File: src/hdl/cqac_pkg.sv
// Package for the adaptive-capacity circular queue.
// Holds the action and status codes and the request and response payload types.
// No dependencies.
`default_nettype none

package cqac_pkg;

	localparam int CFG_W   = 11;
	localparam int COUNT_W = 11;
	localparam int VALUE_W = 32;

	localparam logic signed [VALUE_W-1:0] NONE_VALUE = -32'sd1;

	typedef enum logic [1:0] {
		ACT_QUERY = 2'd0,
		ACT_ENQ   = 2'd1,
		ACT_DEQ   = 2'd2,
		ACT_CLEAR = 2'd3
	} action_t;

	typedef enum logic [1:0] {
		STS_OK      = 2'd0,
		STS_EMPTY   = 2'd1,
		STS_DROPPED = 2'd2
	} status_t;

	typedef struct packed {
		action_t                   action;
		logic signed [VALUE_W-1:0] item_value;
	} req_t;

	typedef struct packed {
		status_t                   status;
		logic signed [VALUE_W-1:0] taken_value;
		logic signed [VALUE_W-1:0] front_value;
		logic signed [VALUE_W-1:0] back_value;
		logic [COUNT_W-1:0]        item_count;
		logic [COUNT_W-1:0]        logical_capacity;
	} rsp_t;

endpackage

`default_nettype wire

File: src/hdl/cqac_obuf.sv
// Two-entry response buffer: output register plus skid register.
// Depends on cqac_pkg for the response type.
`default_nettype none

module cqac_obuf import cqac_pkg::*; (
	input  wire logic  clk,
	input  wire logic  arst_n,
	input  wire logic  push,
	input  wire rsp_t  push_data,
	output logic       slot_free,
	output logic       rsp_valid,
	input  wire logic  rsp_ready,
	output rsp_t       rsp
);

	logic rsp_valid_q, skid_valid_q, pop;
	rsp_t rsp_q, skid_q;

	assign pop       = rsp_valid_q && rsp_ready;
	assign slot_free = !skid_valid_q;
	assign rsp_valid = rsp_valid_q;
	assign rsp       = rsp_q;

	always_ff @(posedge clk or negedge arst_n) begin
		if (!arst_n) begin
			rsp_valid_q  <= 1'b0;
			skid_valid_q <= 1'b0;
		end else if (pop) begin
			rsp_valid_q  <= skid_valid_q || push;
			skid_valid_q <= skid_valid_q && push;
		end else if (rsp_valid_q) begin
			skid_valid_q <= skid_valid_q || push;
		end else begin
			rsp_valid_q <= push;
		end
	end

	always_ff @(posedge clk) begin
		if (pop) begin
			if (skid_valid_q) begin
				rsp_q <= skid_q;
				if (push) begin
					skid_q <= push_data;
				end
			end else if (push) begin
				rsp_q <= push_data;
			end
		end else if (rsp_valid_q) begin
			if (push) begin
				skid_q <= push_data;
			end
		end else if (push) begin
			rsp_q <= push_data;
		end
	end

endmodule

`default_nettype wire

File: config.mk
export PLATFORM = sky130hd
export DESIGN_NAME = cqac_obuf
export DESIGN_NICKNAME = d
export VERILOG_FILES = /design/src/hdl/cqac_pkg.sv /design/src/hdl/cqac_obuf.sv
export SDC_FILE = /design/constraint.sdc
export NUM_CORES = 1
export LEC_CHECK = 0
export BUFFER_PORTS_ARGS = -buffer_cell sky130_fd_sc_hd__buf_2
export CORE_MARGIN = 5
export CORE_UTILIZATION = 57
export DETAILED_ROUTE_END_ITERATION = 8
export GPL_ROUTABILITY_DRIVEN = 0
export PLACE_DENSITY = 0.85
export SETUP_SLACK_MARGIN = 0.1
export SLEW_MARGIN = 30
export SYNTH_ARGS = -nofsm -noshare
export SYNTH_HDL_FRONTEND = slang
export SYNTH_SLANG_ARGS = --single-unit
File: constraint.sdc
create_clock -name clk -period 13.45 [get_ports clk]
set_clock_uncertainty 0.2 [all_clocks]
set_input_delay 0.6725 -clock clk [delete_from_list [all_inputs] [get_ports clk]]
set_output_delay 0.6725 -clock clk [all_outputs]
set_load 0.02 [all_outputs]
**Word-level counts from Yosys, hierarchy flattened**

Cells that the tools add are included.

- Word-level logic and storage cells: 34
- Input port bits: 124
- Flip-flop bits (word level): 242

- Mux-type cells: 12
- Reductions and logical operators: 6
- Eq/ne operators: 2

Operators by type and width:

| cell | count |
|---|---|
| $mux W120 | 8 |
| $mux W1 | 4 |
| $logic_and A1 B1 Y1 | 2 |
| $ne A2 B1 Y1 const B | 1 |
| $ne A2 B2 Y1 const B | 1 |
| $reduce_and A2 Y1 | 1 |
| $reduce_bool A2 Y1 | 1 |
| $logic_not A1 Y1 | 1 |
| $logic_or A1 B1 Y1 | 1 |

**Logic depth before layout (Yosys ltp)**

- Word-level depth: 3
- Gate-level depth with buffers: 7
- Depth with buffers taken out: 3

**Worst setup path before layout**

OpenSTA, ideal clock, no wires.

- Path kind: input to register
- From: input port push
- To: register skid_q[0] in the netlist's numbering, enable pin
- Arrival: 6221 ps
- Stages on the path: 5
- Required time: 12649 ps
- Path buffers: 3
- Path slack: 6428 ps
- Library setup time: 601 ps
- Path through: buf_4 > buf_6 > buf_2 > inv_1 > nor2_1

RTL lines:

| what | line | text |
|---|---|---|
| start: declaration | cqac_obuf.sv:8 | `input wire logic push,` |
| end signal: assignment | cqac_obuf.sv:43 | `skid_q <= push_data;` |
| end signal: assignment | cqac_obuf.sv:50 | `skid_q <= push_data;` |
| end: declaration | cqac_obuf.sv:17 | `rsp_t rsp_q, skid_q;` |

==> results.txt <==
The total number of vias came out at 6,152. The post-route worst hold slack came out at 0.160 ns. The worst min-delay path category is in2reg. The reg-to-reg setup timing slack is 10.86 ns. The count of TritonRoute iterations in the first routing pass came out at 4. The measured slew at the worst slew-check pin came out at 0.992 ns. The switching share of power is 26.2%. The routed length on met1 is 8.96 mm.

The worst path in the final design needs a cycle of 2.94 ns, including I/O delays and setup. Summed over all cells, the static leakage comes to 4.76 nW. The run finished with clean final reports. The number of violations reported at the end of detailed-routing iteration 0 is 501. The number of non-filler instances in the completed layout came out at 1,134. The maximum number of pins on one net before global-route repair came out at 107. The detailed-route wire length per cell is 18.6 µm. In this run the most critical hold path is launched from push_data[36]. The remaining routing DRC violations came out at 0. The type of origin of the critical path is an input port.

Synthesis produced a netlist whose cell count is 654. The horizontal die dimension is 142 µm. The switching component of the power is 0.505 mW.

The worst hold path terminates at skid_q[36]. The total of warnings raised by yosys is 0. Counting instances, the worst hold path has a depth of 1. The insertion delay to the later sink of the worst-skew pair is 0.50 ns. Dividing the synthesized area by the synthesized cell count gives 15.1 µm². The endpoint kind of the worst setup timing path is a register.

The total nets after synthesis is 778. The root buffer cell chosen for the clock tree is sky130_fd_sc_hd__clkbuf_16. The share of synthesized area occupied by flip-flops and latches came out at 73.3%. The maximum net fanout on the critical path came out at 85. The proportion of power drawn by combinational gates came out at 15.4%. The total placed cells including tap cells came out at 1,089.

At the worst endpoint, the arrival time is 2.86 ns. The worst-case vdd ir drop came out at 0.124 mV. sky130_fd_sc_hd__edfxtp_1 takes more of the synthesized area than any other cell.

The initial standard-cell utilization of the core is 57.6%. The power density of the placed cells came out at 162 nW/µm². The initial antenna violation count is 2. The number of input and output port buffers inserted came out at 245.

In this run the vertical extent of the chip is 142 µm. Sequential cells account for 51.3% of the total power. The placement row count came out at 48. The path type of the worst setup path is in2reg.

The worst register-to-register path begins at rsp_valid. The final critical path takes up 21.9% of the cycle. The detail-routed via count per cell came out at 5.43. The total clock buffers created by CTS came out at 24. The post-detailed-route count of antenna-violating nets is 0. After clock tree synthesis, the repair step resized 0 gates. Before CTS, the worst setup slack after placement is 9.92 ns. The full die area is 20,100 µm². Summed over all layers, the global routing overflow is 0. The count of boundary I/O pins is 246.

The fraction of final layout cells with drive strength greater than 1 is 31.4%. The achievable clock frequency is 340 MHz. The H-tree level count is 1.

The via count of the first global-routing pass is 6,024. The total track usage came out at 20.0%. In this run the cell area of the synthesized design comes to 9890 µm². The number of pins exceeding their max-slew limit in the final report is 0. TritonCTS built the clock tree. The worst-case setup margin in the final layout came out at 10.51 ns. In this run the top signal layer used is met5. The endpoint identified for the worst register-to-register timing path is skid_q[83]. In this run the deepest clock path goes through 3 buffers. The number of clock sinks came out at 242. The area of the placeable core is 17,200 µm². Summed over all failing endpoints, the final setup total negative slack is 0 ns. The first global-routing pass estimated 32.3 mm of wire.

The met3 routed wirelength came out at 1.77 mm. The final number of hold-violating endpoints is 0. The half-perimeter wire length after placement is 13.5 mm. The met2 wire length is 10.0 mm. By area the synthesized netlist is led by sky130_fd_sc_hd__edfxtp_1, sky130_fd_sc_hd__mux2i_1, sky130_fd_sc_hd__nand2_1, sky130_fd_sc_hd__o21ai_1, sky130_fd_sc_hd__o21ai_0. The depth of the worst register-to-register path is 3. At the worst endpoint, the required time is 13.37 ns. The fraction of power consumed by the clock network came out at 33.2%. The share of Yosys cell area claimed by the top area cell type is 72.8%. The relative slew slack came out at 33.9%.

The post-detailed-routing wire length is 21.1 mm. Counting flops and latches in the post-synthesis netlist gives 242. Setup repair after global routing left no endpoint under its margin. The max capacitance violation total came out at 0. The cell internal power dissipation is 1.42 mW. The final setup violation count came out at 0.

After clock tree synthesis, the clock-pin slew on the worst setup and hold paths is 0.06 ns. In the final design database the tool counted 1,015 nets. The signed area change from the synthesized netlist to the final layout is 20.6%. Counting distinct cell types in the post-synthesis netlist gives 17.
-- per-layer routing --
metal / vias up / global-route usage (%)
met2: 262 / 31.4
met3: 28 / 4.25
met4: 2 / 4.75
met1: 2943 / 29.1
met5: - / 0
li1: 2917 / -
-- final cells by class --
class                   instances  area (µm²)
fillers                      1202        5250
clock inverters                13         109
inverters                       3        11.3
well taps                     225         282
diodes                          1        2.50
multi-input cells             368        2310
clock buffers                  30         644
flip-flops and latches        242        7260
repair buffers                252        1320
-- flip-flops by register name, summed over array words and instances, names as in the netlist --
name,count
rsp_valid,1
skid_valid_q,1
skid_q,120
rsp,120
-- power groups by stage --
stage / combinational (mW) / sequential (mW) / clock, mW
finish: 0.297 / 0.989 / 0.640
global route: 0.324 / 0.997 / 0.694
global placement: 0.290 / 1.00 / 0
detailed placement: 0.302 / 1.00 / 0
floorplan: 0.120 / 1.08 / 0
CTS: 0.302 / 0.989 / 0.656
-- worst max path at each step --
stage,startpoint,end,depth (start not counted)
2_1_floorplan,push,skid_q[0],5
3_3_place_gp,push,skid_q[40],4
3_5_place_dp,push,skid_q[36],4
4_1_cts,push,skid_q[71],4
5_1_grt,push,skid_q[79],4
6_report,push,skid_q[83],4
-- worst max-delay path: stages --
cell and delay, ns:
sky130_fd_sc_hd__buf_6 0.65, sky130_fd_sc_hd__inv_1 0.21, sky130_fd_sc_hd__nor2_4 0.52, sky130_fd_sc_hd__buf_6 0.68
-- synthesized netlist by cell type --
master,n
sky130_fd_sc_hd__a21oi_1,2
sky130_fd_sc_hd__and3_1,1
sky130_fd_sc_hd__buf_12,1
sky130_fd_sc_hd__buf_2,14
sky130_fd_sc_hd__buf_4,1
sky130_fd_sc_hd__buf_6,2
sky130_fd_sc_hd__buf_8,11
sky130_fd_sc_hd__clkbuf_1,6
sky130_fd_sc_hd__clkbuf_2,6
sky130_fd_sc_hd__dfrtp_1,2
sky130_fd_sc_hd__edfxtp_1,240
sky130_fd_sc_hd__inv_1,3
sky130_fd_sc_hd__mux2i_1,120
sky130_fd_sc_hd__nand2_1,123
sky130_fd_sc_hd__nor2_1,1
sky130_fd_sc_hd__o21ai_0,51
sky130_fd_sc_hd__o21ai_1,70
-- repair_timing --
item | CTS | global route
buffers inserted | 0 | 0
hold buffers | 1 | 0
setup endpoints to repair | 0 | 0
endpoints found under the hold margin | 2 | 0
-- metrics by stage --
step                      area, µm²  util (%)  total power, mW
final                         11900      69.4             1.93
after global routing          11900      69.4             2.01
after CTS                     11900      69.4             1.95
after detailed placement      11200      65.0             1.30
after global placement        11100      64.8             1.29
after floorplan                9890         -             1.20
-- cell usage in the layout (no fill, tap or decap), types with 3 or more instances in the layout --
master                        n
sky130_fd_sc_hd__buf_2      244
sky130_fd_sc_hd__edfxtp_1   240
sky130_fd_sc_hd__nand2_1    122
sky130_fd_sc_hd__mux2i_1    120
sky130_fd_sc_hd__o21ai_1     70
sky130_fd_sc_hd__o21ai_0     51
sky130_fd_sc_hd__clkbuf_16   25
sky130_fd_sc_hd__clkinv_1     7
sky130_fd_sc_hd__clkbuf_1     5
sky130_fd_sc_hd__inv_1        3
sky130_fd_sc_hd__clkinv_2     3
sky130_fd_sc_hd__buf_6        3
sky130_fd_sc_hd__buf_4        3
-- logic make-up (layout without fill, tap and decap cells) --
kind of cell | Yosys count | after routing | share of synthesized area (%)
AO/OA/AOI/OAI | 123 | 123 | 6.22
buffers and inverters | 44 | 298 | 3.53
multiplexers | 120 | 120 | 12.1
AND/OR/NAND/NOR | 125 | 125 | 4.77
flip-flops | 242 | 242 | 73.3
other | 0 | 1 | 0
Power figures use the tool's default switching activity.
